<file path="src/hdl/sao_pkg.sv">
// shared arc owner table: package with widths, codes and the queue item type
// used by the front, queue, back and top level files; no dependencies
`default_nettype none

package sao_pkg;

  // default sizes
  localparam int unsigned ArcSlotsDef    = 4096;
  localparam int unsigned FeatureBitsDef = 16;

  // fixed field widths
  localparam int unsigned CountW  = 13;
  localparam int unsigned RefW    = 13;
  localparam int unsigned IdxW    = RefW - 1;
  localparam int unsigned FeatInW = 16;
  localparam int unsigned OpW     = 2;

  // reset value of the arc count register
  localparam logic [CountW-1:0] CountReset = 13'd4096;

  // op codes on the input beat
  localparam logic [OpW-1:0] OpRecord = 2'd0;
  localparam logic [OpW-1:0] OpQuery  = 2'd1;
  localparam logic [OpW-1:0] OpClear  = 2'd2;

  // status codes on the result beat
  localparam logic StatusDone  = 1'b0;
  localparam logic StatusRange = 1'b1;

  // depth of the queue between front and back
  localparam int unsigned QueueDepth = 2;

  // classified item kinds
  typedef enum logic [2:0] {
    KindRecord,
    KindQuery,
    KindClear,
    KindNop,
    KindRange
  } kind_e;

  typedef struct packed {
    kind_e               kind;
    logic [IdxW-1:0]     idx;
    logic [FeatInW-1:0]  feature;
  } item_t;

  // result fields, status in the lowest bit
  typedef struct packed {
    logic shared;
    logic owned;
    logic status;
  } res_t;

endpackage

`default_nettype wire

</file>
<file path="src/hdl/sao_front.sv">
// shared arc owner table: front end, decodes the arc reference and classifies
// each incoming beat; depends on sao_pkg
`default_nettype none

module sao_front #(
  parameter int unsigned ARC_SLOTS = sao_pkg::ArcSlotsDef
) (
  input  wire logic [sao_pkg::OpW-1:0]     op_i,
  input  wire logic [sao_pkg::FeatInW-1:0] feature_i,
  input  wire logic [sao_pkg::RefW-1:0]    arc_ref_i,
  input  wire logic [sao_pkg::CountW-1:0]  count_i,
  output      sao_pkg::item_t              item_o
);
  import sao_pkg::*;

  logic [IdxW-1:0] idx;
  logic [31:0]     idx_w;
  logic            in_range;

  // negative reference r names arc -r-1, which is the bitwise inverse
  assign idx   = arc_ref_i[RefW-1] ? ~arc_ref_i[IdxW-1:0] : arc_ref_i[IdxW-1:0];
  assign idx_w = 32'(idx);

  // below both the programmed count and the table size
  assign in_range = ({1'b0, idx} < count_i) && (idx_w < ARC_SLOTS);

  // classify
  always_comb begin
    item_o.idx     = idx;
    item_o.feature = feature_i;
    unique case (op_i)
      OpRecord: item_o.kind = in_range ? KindRecord : KindRange;
      OpQuery:  item_o.kind = in_range ? KindQuery : KindRange;
      OpClear:  item_o.kind = KindClear;
      default:  item_o.kind = KindNop;
    endcase
  end

endmodule

`default_nettype wire

</file>
<file path="config.mk">
export PLATFORM = sky130hd
export DESIGN_NAME = sao_front
export DESIGN_NICKNAME = d
export VERILOG_FILES = /design/src/hdl/sao_pkg.sv /design/src/hdl/sao_front.sv
export SDC_FILE = /design/constraint.sdc
export NUM_CORES = 1
export LEC_CHECK = 0
export BUFFER_PORTS_ARGS = -buffer_cell sky130_fd_sc_hd__buf_2
export CAP_MARGIN = 5
export CORE_MARGIN = 2
export CORE_UTILIZATION = 35
export DETAILED_ROUTE_END_ITERATION = 16
export GPL_TIMING_DRIVEN = 0
export PLACE_DENSITY = 0.9
export SLEW_MARGIN = 20
export SYNTH_ARGS = -nofsm -noshare
export SYNTH_HDL_FRONTEND = slang
export SYNTH_SLANG_ARGS = --single-unit
</file>
<file path="constraint.sdc">
create_clock -name vclk -period 3.3
set_clock_uncertainty 0.05 [all_clocks]
set_input_delay 0.66 -clock vclk [all_inputs]
set_output_delay 0.66 -clock vclk [all_outputs]
set_load 0.005 [all_outputs]
</file>
==> impl_metrics.tcl <==
set metrics [dict create \
    status "finished, final reports clean" \
    startpoint_type "primary input" \
    crit_type "in -> out" \
    fin_crit_sh_pct 91.8 \
    synth_cell_types 19 \
    synth_top_area_share_pct 25.3 \
    setup-tns-final_ns 0 \
    gp_congestion 0.723 \
    die_w_um 43.4 \
    cts_resized 0 \
    hold_buffers 0 \
    setup_viol 0 \
    design.seq.count 0 \
    post-cts-setup-buffers 0 \
    finalMaxSlewViolations 0 \
    diodes 0 \
    irDropWorstVdd_mv 0.0629 \
    max_slew_margin_pct 80.9 \
    grt_usage_pct 14.4 \
    seq_power_share_pct 0 \
    first_global_vias 583 \
    crit_arrival_ns 2.32 \
    via_per_inst 4.45 \
    leakage_nw 0.561 \
    drc 0 \
    drt_wl_total_um 1370 \
    wire_per_inst_um 9.25 \
    drive_gt1_share_pct 58.3 \
    fin_crit_ns 3.03 \
    worstHoldStart "feature_i[4]" \
    worstHoldPathType "in -> out" \
    grt_pass1_wl_um 2230 \
    p_int_uw 69.2 \
    rows 14 \
    synth_top_area_cell "ha_1" \
    syn_inst 73 \
    yosysWarnings 0 \
    port_buffers 59 \
    grt_max_degree 11 \
    clkbuf_count 0 \
    hpwl_um 1290 \
    worstMarginPinSlew_ns 0.286 \
    start_util_pct 36.9 \
    avgSynthCellArea_sq_um 7.44 \
    sw_frac_of_total_pct 45.2 \
    seq_area_frac_synth_pct 0 \
    grt-ovfl-total 0 \
    rsz0062_at_grt "false" \
    crit_path_end_kind "output pin" \
    synthesis.area_sq_um 543 \
    die_area_sq_um 1880 \
    fillers 140 \
    p_switching_uw 57.1 \
    cp.required_ns 2.59 \
    maxCapViolCount 0 \
    antenna_found_initial 0 \
    pwr-share-clk_pct 0 \
    clock.fmax_mhz 330 \
    synth_fp_nets 128 \
    drtAntennaViolNets 0 \
    io_pins 75 \
    seqCellArea_sq_um 0 \
    firstDrtPassIters 2 \
    hold_violations 0 \
    vias 658 \
    p_comb_share_pct 100.0 \
    netlist_top_cells_area "ha_1, buf_4, xor2_1, inv_1, a21oi_1" \
    whs_ns 1.44 \
    die_height_um 43.4 \
    nets 189 \
    p_per_area_nw_per_um2 147 \
    crit_path_start "arc_ref_i[12]" \
    path_max_fanout 10 \
    core_sq_um 1470 \
    drt_iter0_drc 1 \
    area_growth_pct 58.1 \
]
[final cells by class]
type	instances	area, sq um	share of cell area [%]
buffer	18	129	15.0
inverter	12	45.0	5.25
multi-input combinational	43	369	43.0
tap	16	20.0	2.33
timing repair buffer	59	295	34.4
[power groups by stage]
stage	registers [mW]	logic, mW	clock network (mW)
after global routing	0	0.144	0
after detailed placement	0	0.128	0
after floorplan	0	0.0741	0
final	0	0.126	0
after CTS	0	0.129	0
after global placement	0	0.123	0
[stage by stage]
step	power (mW)	util [%]	setup WS, ns	instance area (sq um)	cells
6_report	0.126	58.3	0.270	858	148
3_3_place_gp	0.123	58.3	0.281	858	148
2_1_floorplan	0.0741	-	0.600	543	73
3_5_place_dp	0.128	58.3	0.238	858	148
4_1_cts	0.129	58.3	0.235	858	148
5_1_grt	0.144	58.3	0.108	858	148
[worst paths after layout]
path | slack (ns) | depth (start not counted) | endpoint
min | 1.44 | 2 | item_o[4]
max | 0.27 | 9 | item_o[28]
[cells by family (layout without fill, tap and decap cells)]
logic type	count (synthesis)	count (layout)	share of synthesized area, %
xor+xnor	12	12	19.4
compound gates	11	11	12.2
simple gates	9	9	11.1
buf+inv	30	89	32.0
fa+ha+maj	11	11	25.3
[placed cells by master, fill, tap and decap left out]
cell type	Yosys	layout
a21oi_1	5	5
buf_2	1	60
nor4_1	1	1
buf_4	16	16
a211oi_1	1	1
nand4_1	1	1
o32ai_1	1	1
inv_1	12	12
nand4b_4	1	1
ha_1	11	11
nand2_1	3	3
nor2_1	2	2
nor3_1	1	1
o21ai_0	2	2
o211a_1	1	1
xor2_1	11	11
clkbuf_1	1	1
xnor2_1	1	1
o21ai_1	1	1
[critical path, cell delays in order]
cell	delay (ns)
buf_2	0.11
buf_2	0.29
xor2_1	0.15
ha_1	0.36
nand4b_4	0.11
nor4_1	0.25
o21ai_1	0.12
o211a_1	0.14
buf_2	0.12
[metal layers]
metal  vias up  global-route usage (%)  share of wire, %
met5         -                       0                 0
met4         0                       0                 0
met3         0                   0.833                13
met2        46                    31.0                53
met1       271                    15.7                34
li1        341                       -                 -
[Yosys cell counts, drive strengths merged]
| cell | instances |
|---|---|
| a211oi | 1 |
| a21oi | 5 |
| buf | 17 |
| clkbuf | 1 |
| ha | 11 |
| inv | 12 |
| nand2 | 3 |
| nand4 | 1 |
| nand4b | 1 |
| nor2 | 2 |
| nor3 | 1 |
| nor4 | 1 |
| o211a | 1 |
| o21ai | 3 |
| o32ai | 1 |
| xnor2 | 1 |
| xor2 | 11 |
No activity file was read; power rests on OpenSTA's default activity.
