$ cat config.mk
export PLATFORM = sky130hd
export DESIGN_NAME = sao_queue
export DESIGN_NICKNAME = d
export VERILOG_FILES = /design/src/hdl/sao_pkg.sv /design/src/hdl/sao_queue.sv
export SDC_FILE = /design/constraint.sdc
export NUM_CORES = 1
export LEC_CHECK = 0
export ABC_AREA = 1
export BUFFER_PORTS_ARGS = -buffer_cell sky130_fd_sc_hd__buf_4
export CAP_MARGIN = 20
export CORE_MARGIN = 3
export CORE_UTILIZATION = 45
export CTS_BUF_LIST = sky130_fd_sc_hd__clkbuf_4
export CTS_CLUSTER_DIAMETER = 40
export CTS_CLUSTER_SIZE = 20
export DETAILED_ROUTE_END_ITERATION = 8
export PLACE_DENSITY = 0.79
export SETUP_SLACK_MARGIN = 0.5
export SYNTH_ARGS = -nofsm -noshare
export SYNTH_HDL_FRONTEND = slang
export SYNTH_SLANG_ARGS = --single-unit
$ cat constraint.sdc
create_clock -name clk_i -period 2.2 [get_ports clk_i]
set_clock_uncertainty 0.2 [all_clocks]
set_input_delay 0.22 -clock clk_i [delete_from_list [all_inputs] [get_ports clk_i]]
set_output_delay 0.22 -clock clk_i [all_outputs]
set_load 0.05 [all_outputs]
$ cat src/hdl/sao_pkg.sv
// shared arc owner table: package with widths, codes and the queue item type
// used by the front, queue, back and top level files; no dependencies
`default_nettype none

package sao_pkg;

  // default sizes
  localparam int unsigned ArcSlotsDef    = 4096;
  localparam int unsigned FeatureBitsDef = 16;

  // fixed field widths
  localparam int unsigned CountW  = 13;
  localparam int unsigned RefW    = 13;
  localparam int unsigned IdxW    = RefW - 1;
  localparam int unsigned FeatInW = 16;
  localparam int unsigned OpW     = 2;

  // reset value of the arc count register
  localparam logic [CountW-1:0] CountReset = 13'd4096;

  // op codes on the input beat
  localparam logic [OpW-1:0] OpRecord = 2'd0;
  localparam logic [OpW-1:0] OpQuery  = 2'd1;
  localparam logic [OpW-1:0] OpClear  = 2'd2;

  // status codes on the result beat
  localparam logic StatusDone  = 1'b0;
  localparam logic StatusRange = 1'b1;

  // depth of the queue between front and back
  localparam int unsigned QueueDepth = 2;

  // classified item kinds
  typedef enum logic [2:0] {
    KindRecord,
    KindQuery,
    KindClear,
    KindNop,
    KindRange
  } kind_e;

  typedef struct packed {
    kind_e               kind;
    logic [IdxW-1:0]     idx;
    logic [FeatInW-1:0]  feature;
  } item_t;

  // result fields, status in the lowest bit
  typedef struct packed {
    logic shared;
    logic owned;
    logic status;
  } res_t;

endpackage

`default_nettype wire

$ cat src/hdl/sao_queue.sv
// shared arc owner table: short queue of classified items between front and
// back; depends on sao_pkg
`default_nettype none

module sao_queue (
  input  wire logic           clk_i,
  input  wire logic           rst_ni,
  input  wire logic           push_i,
  input  wire sao_pkg::item_t item_i,
  output      logic           full_o,
  input  wire logic           pop_i,
  output      sao_pkg::item_t item_o,
  output      logic           empty_o
);
  import sao_pkg::*;

  localparam int unsigned PtrW = (QueueDepth > 1) ? $clog2(QueueDepth) : 1;

  item_t           mem_q [QueueDepth];
  logic [PtrW-1:0] wr_ptr_q, rd_ptr_q;
  logic [PtrW:0]   cnt_q;

  assign full_o  = (cnt_q == (PtrW+1)'(QueueDepth));
  assign empty_o = (cnt_q == '0);
  assign item_o  = mem_q[rd_ptr_q];

  // pointers and fill count
  always_ff @(posedge clk_i or negedge rst_ni) begin
    if (!rst_ni) begin
      wr_ptr_q <= '0;
      rd_ptr_q <= '0;
      cnt_q    <= '0;
    end else begin
      if (push_i) begin
        wr_ptr_q <= (wr_ptr_q == PtrW'(QueueDepth - 1)) ? '0 : wr_ptr_q + 1'b1;
      end
      if (pop_i) begin
        rd_ptr_q <= (rd_ptr_q == PtrW'(QueueDepth - 1)) ? '0 : rd_ptr_q + 1'b1;
      end
      if (push_i && !pop_i) begin
        cnt_q <= cnt_q + 1'b1;
      end else if (pop_i && !push_i) begin
        cnt_q <= cnt_q - 1'b1;
      end
    end
  end

  // storage
  always_ff @(posedge clk_i) begin
    if (push_i) begin
      mem_q[wr_ptr_q] <= item_i;
    end
  end

endmodule

`default_nettype wire

==> results.sh, run 1 <==
export IMPL_outcome="finished clean"
export IMPL_hold_class="flip-flop to flip-flop"
export IMPL_wl_um=5060
export IMPL_timing_hold_violations_final=0
export IMPL_synth_top_area_share_pct=71.7
export IMPL_clock_latency_ps=370
export IMPL_fin_nets=276
export IMPL_path_cells="bufbuf_16, mux2_4, buf_6"
export IMPL_arrival_ps=1560
export IMPL_rows=27
export IMPL_ant_nets=0
export IMPL_p_sw_mw=2.04
export IMPL_place_congestion=0.687
export IMPL_crit_type="flip-flop to primary output"
export IMPL_ys_seq_area_share_pct=75.5
export IMPL_synth_area_leaders="edfxtp_1 (72%), mux2_4 (17%), dfrtp_1 (3.9%)"
export IMPL_p_int_mw=3.21
export IMPL_firstDrtPassIters=4
export IMPL_cts_buffer_depth=2
export IMPL_switching_share_pct=38.9
export IMPL_powerDensity_nw_per_um2=1360
export IMPL_grt_pass1_vias=1594
export IMPL_leakage_nw=1.61
export IMPL_die_y_um=82.0
export IMPL_fmax_ghz=0.504
export IMPL_reg2regPathDepth=2
export IMPL_via_per_inst=4.65
export IMPL_period_minus_slack_ps=1980
export IMPL_cts_max_level=3
export IMPL_pwr_share_seq_pct=33.8
export IMPL_synth_warning_count=0
export IMPL_hold_path_depth=2
export IMPL_netlist_area_um2=2600
export IMPL_grt_pass1_wl_um=7710
export IMPL_path_clk_slew_ps=100
export IMPL_antenna_found_initial=0
export IMPL_layout_area_overhead_vs_synth_pct=48.8
export IMPL_ir_worst_vdd_uv=866
export IMPL_cpMaxStageDelayCell="dfrtp_2"
export IMPL_max_slew_margin_pct=72.2
export IMPL_cts_sinks=66
export IMPL_end_kind="primary output"
export IMPL_syn_nets=158
export IMPL_min_to="cnt_q[1]"
export IMPL_fin_cells=317
export IMPL_ios=68
export IMPL_startpoint_type="flip-flop"
export IMPL_drtIter0Drc=87
export IMPL_setup_viol=0
export IMPL_fin_crit_sh_pct=90.2
export IMPL_combPwrFrac_pct=53.3
export IMPL_cp_max_fo=8
export IMPL_placedCellCount=260
export IMPL_wire_per_inst_um=15.9
export IMPL_cts_tree="done"
export IMPL_ys_types=14
export IMPL_grt_max_degree=32
export IMPL_crit_required_ps=1780
export IMPL_cts_buffers=9
export IMPL_coreArea_um2=5540
export IMPL_rsz0062_at_grt="yes"
export IMPL_vias=1474
export IMPL_fin_tns_setup_ps=0
export IMPL_io_buffer_count=67
export IMPL_track_usage_pct=16.7
export IMPL_die_w_um=82.0
export IMPL_r2r_slack_ps=730
export IMPL_max_stage_delay_ps=440
export IMPL_slew_violations=0
export IMPL_dieArea_um2=6720
export IMPL_syn_area_per_cell_um2=21.3
export IMPL_gr_total_overflow=0
export IMPL_worstReg2RegStart="wr_ptr_q"
export IMPL_hold_start="cnt_q[1]"
export IMPL_maxCapViolations=0
export IMPL_power_mw=5.25
export IMPL_clkPwrFrac_pct=12.9
export IMPL_worstMarginPinSlew_ps=418
export IMPL_synth_top_area_cell="edfxtp_1"
export IMPL_fin_util_pct=69.8
export IMPL_syn_inst=122
export IMPL_timing_rr_end="mem_q[0][21]"
export IMPL_cts_root_buf="clkbuf_4"
export IMPL_synth_seq_cells=66
export IMPL_n_antenna_cell=0
export IMPL_drc_errors=0
export IMPL_start_util_pct=46.9
export IMPL_setup_ws_ps=216
export IMPL_detailed_place_hpwl_um=2780
export IMPL_drive_above_1_share_pct=51.0
export IMPL_place_ws_ps=587
-- power groups by stage --
stage	clock network, mW	logic (mW)	registers, mW
global route	0.751	2.92	1.81
floorplan	0	1.84	1.77
CTS	0.696	2.81	1.78
finish	0.676	2.80	1.77
global placement	0	2.27	1.78
detailed placement	0	2.28	1.80
-- worst max path at each step --
| stage | slack (ps) | endpoint | depth (start not counted) | from |
|---|---|---|---|---|
| final | 220 | item_o[0] | 3 | rd_ptr_q |
| after detailed placement | 590 | item_o[11] | 3 | rd_ptr_q |
| after global routing | 150 | item_o[30] | 4 | rd_ptr_q |
| after CTS | 170 | item_o[30] | 4 | rd_ptr_q |
| after global placement | 600 | item_o[11] | 3 | rd_ptr_q |
| after floorplan | 540 | mem_q[1][0] | 2 | wr_ptr_q |
-- synthesized netlist by cell type --
cell type,n
edfxtp_1,62
mux2_4,29
inv_1,7
nand2_1,5
dfrtp_1,4
buf_12,3
nor2_1,3
mux2_2,2
xor2_1,2
buf_6,1
ha_1,1
nand3_1,1
nand4_1,1
xnor2_1,1
-- flip-flops by register name, indices dropped and copies added, names as in the netlist --
name      cells
mem_q        62
cnt_q         2
rd_ptr_q      1
wr_ptr_q      1
-- logic make-up (layout without fill, tap and decap cells) --
family / Yosys count / in the layout / share of synthesized area (%)
XOR/XNOR: 3 / 3 / 1.01
adder cells (fa/ha/maj): 1 / 1 / 0.482
buffers and inverters: 11 / 134 / 3.76
flip-flops: 66 / 66 / 75.5
multiplexers: 31 / 31 / 17.6
AND/OR/NAND/NOR: 10 / 10 / 1.59
-- layout make-up --
type | count | area [um2]
repair buffers | 111 | 1130
well taps | 72 | 90.1
flip-flops and latches | 66 | 1960
clock buffers | 13 | 97.6
inverters | 7 | 26.3
clock inverters | 3 | 17.5
multi-input cells | 45 | 546
fillers | 364 | 1670
-- routing by layer --
metal	vias to the layer above	part of all wire (%)	routed length, um	track usage (%)
met3	9	4.5	227	3.51
met2	46	57	2860	31.0
met1	717	37	1860	17.0
li1	702	-	-	-
met4	0	2.1	107	10.1
met5	-	0	0	0
-- metrics by stage --
step	cell area [um2]	hold slack, ps
3_3_place_gp	3160	-181
5_1_grt	3870	324
2_1_floorplan	2610	-276
4_1_cts	3860	323
3_5_place_dp	3160	-181
6_report	3870	335
-- cells in the final DEF, fill, tap and decap left out --
cell type / netlist / final
buf_4: 0 / 40
clkinvlp_4: 0 / 1
clkinv_2: 0 / 2
nor2_1: 3 / 2
buf_8: 0 / 2
buf_6: 1 / 30
xor2_1: 2 / 2
mux2_2: 2 / 2
nor2_4: 0 / 1
clkbuf_4: 0 / 13
dfrtp_2: 0 / 1
nand4_1: 1 / 1
dfrtp_1: 4 / 3
bufbuf_16: 0 / 1
buf_16: 0 / 2
inv_1: 7 / 7
nand2_1: 5 / 5
dlygate4sd3_1: 0 / 35
nand3_1: 1 / 1
edfxtp_1: 62 / 62
ha_1: 1 / 1
buf_12: 3 / 1
xnor2_1: 1 / 1
mux2_4: 29 / 29
-- worst max-delay path: cells and delay by family (launching register included) --
kind,cells,cell delay [ps]
DFF,1,440
buffers and inverters,2,440
muxes,1,310
-- repair_timing --
item | CTS | global route
hold endpoints to repair | 69 | 0
gates cloned | 3 | 0
setup endpoints to repair | 31 | 31
resized for setup | 35 | 1
hold buffers | 35 | 0
setup buffers | 3 | 0
pin swaps | 0 | 0
Power figures use the tool's default switching activity.
==> inputs of run 2 (changes only) <==
- CORE_ASPECT_RATIO: not set -> 1.25
==> run 2 against run 1 <==
  * Sequential power barely moved
  * Wire length fell by 13%
  * Die area barely moved
  * Register-to-register slack got worse by 40 ps
  * Largest power group unchanged
  * Non-clock buffer count fell by 5
==> results.sh, run 2 (synthesized netlist as in run 1, its figures left out) <==
export IMPL_outcome="finished clean"
export IMPL_path_clk_slew_ps=100
export IMPL_max_stage_delay_ps=410
export IMPL_rows=30
export IMPL_antenna_found_initial=0
export IMPL_end_kind="primary output"
export IMPL_start_util_pct=47.1
export IMPL_final_common_cell="edfxtp_1"
export IMPL_cts_buffer_depth=2
export IMPL_timing_rr_end="mem_q[1][28]"
export IMPL_powerDensity_nw_per_um2=1330
export IMPL_track_usage_pct=14.3
export IMPL_grt_max_degree=25
export IMPL_path_cells="buf_12, mux2_2, buf_4"
export IMPL_ios=68
export IMPL_setup_viol=0
export IMPL_ir_worst_vdd_uv=789
export IMPL_rsz0062_at_grt="yes"
export IMPL_leakage_nw=1.55
export IMPL_fin_nets=271
export IMPL_n_antenna_cell=0
export IMPL_wl_um=4370
export IMPL_cts_sinks=66
export IMPL_drtIter0Drc=86
export IMPL_clock_latency_ps=380
export IMPL_hold_start="cnt_q[1]"
export IMPL_hold_path_depth=2
export IMPL_vias=1403
export IMPL_top_regs="mem_q x62, cnt_q x2"
export IMPL_largest_reg_flops=62
export IMPL_grt_pass1_vias=1466
export IMPL_worstReg2RegStart="wr_ptr_q"
export IMPL_gr_total_overflow=0
export IMPL_fin_tns_setup_ps=0
export IMPL_cts_max_level=3
export IMPL_post_route_cell_area_um2=3740
export IMPL_drive_above_1_share_pct=49.6
export IMPL_crit_required_ps=1780
export IMPL_cpMaxStageDelayCell="dfrtp_2"
export IMPL_fmax_ghz=0.512
export IMPL_dieArea_um2=6730
export IMPL_cp_max_fo=17
export IMPL_worstMarginPinSlew_ps=349
export IMPL_via_per_inst=4.62
export IMPL_cts_root_buf="clkbuf_4"
export IMPL_die_y_um=90.9
export IMPL_crit_buf_inv=2
export IMPL_layout_area_overhead_vs_synth_pct=43.8
export IMPL_regMostFlops="mem_q"
export IMPL_place_congestion=0.635
export IMPL_place_area_um2=3170
export IMPL_drc_errors=0
export IMPL_cts_tree="done"
export IMPL_ant_nets=0
export IMPL_power_mw=4.99
export IMPL_die_w_um=74.0
export IMPL_crit_type="flip-flop to primary output"
export IMPL_wire_per_inst_um=14.4
export IMPL_final_cell_mix="edfxtp_1 (62), buf_4 (52), dlygate4sd3_1 (35)"
export IMPL_cts_buffers=9
export IMPL_slew_violations=0
export IMPL_min_to="cnt_q[1]"
export IMPL_arrival_ps=1530
export IMPL_fin_crit_sh_pct=88.7
export IMPL_startpoint_type="flip-flop"
export IMPL_coreArea_um2=5520
export IMPL_fin_util_pct=67.7
export IMPL_r2r_slack_ps=690
export IMPL_firstDrtPassIters=4
export IMPL_timing_hold_violations_final=0
export IMPL_grt_pass1_wl_um=6990
export IMPL_detailed_place_hpwl_um=2890
export IMPL_period_minus_slack_ps=1950
export IMPL_cts_setup_buffers=0
export IMPL_io_buffer_count=67
export IMPL_maxCapViolations=0
export IMPL_hold_class="flip-flop to flip-flop"
export IMPL_crit_family="flip-flops"
export IMPL_max_slew_margin_pct=76.7
export IMPL_reg2regPathDepth=3
run 2: cell type report:
type	count	area (um2)
Timing Repair Buffer	106	985
Clock inverter	7	68.8
Fill cell	378	1780
Multi-Input combinational cell	45	546
Tap cell	64	80.1
Sequential cell	66	1960
Inverter	7	26.3
Clock buffer	9	67.6
run 2: worst max path at each step:
stage,start,end,slack (ps),cells after the start
3_3_place_gp,rd_ptr_q,item_o[10],590,3
3_5_place_dp,rd_ptr_q,item_o[10],570,3
2_1_floorplan,wr_ptr_q,mem_q[1][0],540,2
6_report,rd_ptr_q,item_o[10],250,3
5_1_grt,rd_ptr_q,item_o[10],160,3
4_1_cts,rd_ptr_q,item_o[10],200,3
run 2: per-layer routing:
metal / global-route usage [%] / share of wire (%)
met5: 0 / 0
met1: 15.3 / 38
met2: 24.3 / 53
met4: 7.25 / 2.2
met3: 5.09 / 6.7
run 2: repair_timing:
action / 4_1_cts / 5_1_grt
resized for setup: 20 / 0
hold buffers: 35 / 0
hold endpoints to repair: 69 / 0
cloned: 0 / 0
endpoints found under the setup margin: 31 / 31
run 2: worst reg2reg max path, cell delays in order (launching register included):
cell and delay (ps):
dfrtp_1 430, nand2_1 70, inv_1 280, buf_12 240
run 2: power by group:
group | leakage [nW] | internal, mW | switching (mW)
clock network | 0.0737 | 0.344 | 0.416
registers | 0.628 | 1.67 | 0.0980
logic | 0.846 | 1.00 | 1.45
total | 1.55 | 3.02 | 1.97
run 2: metrics by stage:
step	std cells	hold WS, ps	setup slack (ps)
final	304	320	249
after global routing	304	310	163
after CTS	304	307	199
after detailed placement	253	-179	569
after global placement	253	-177	586
after floorplan	122	-276	537
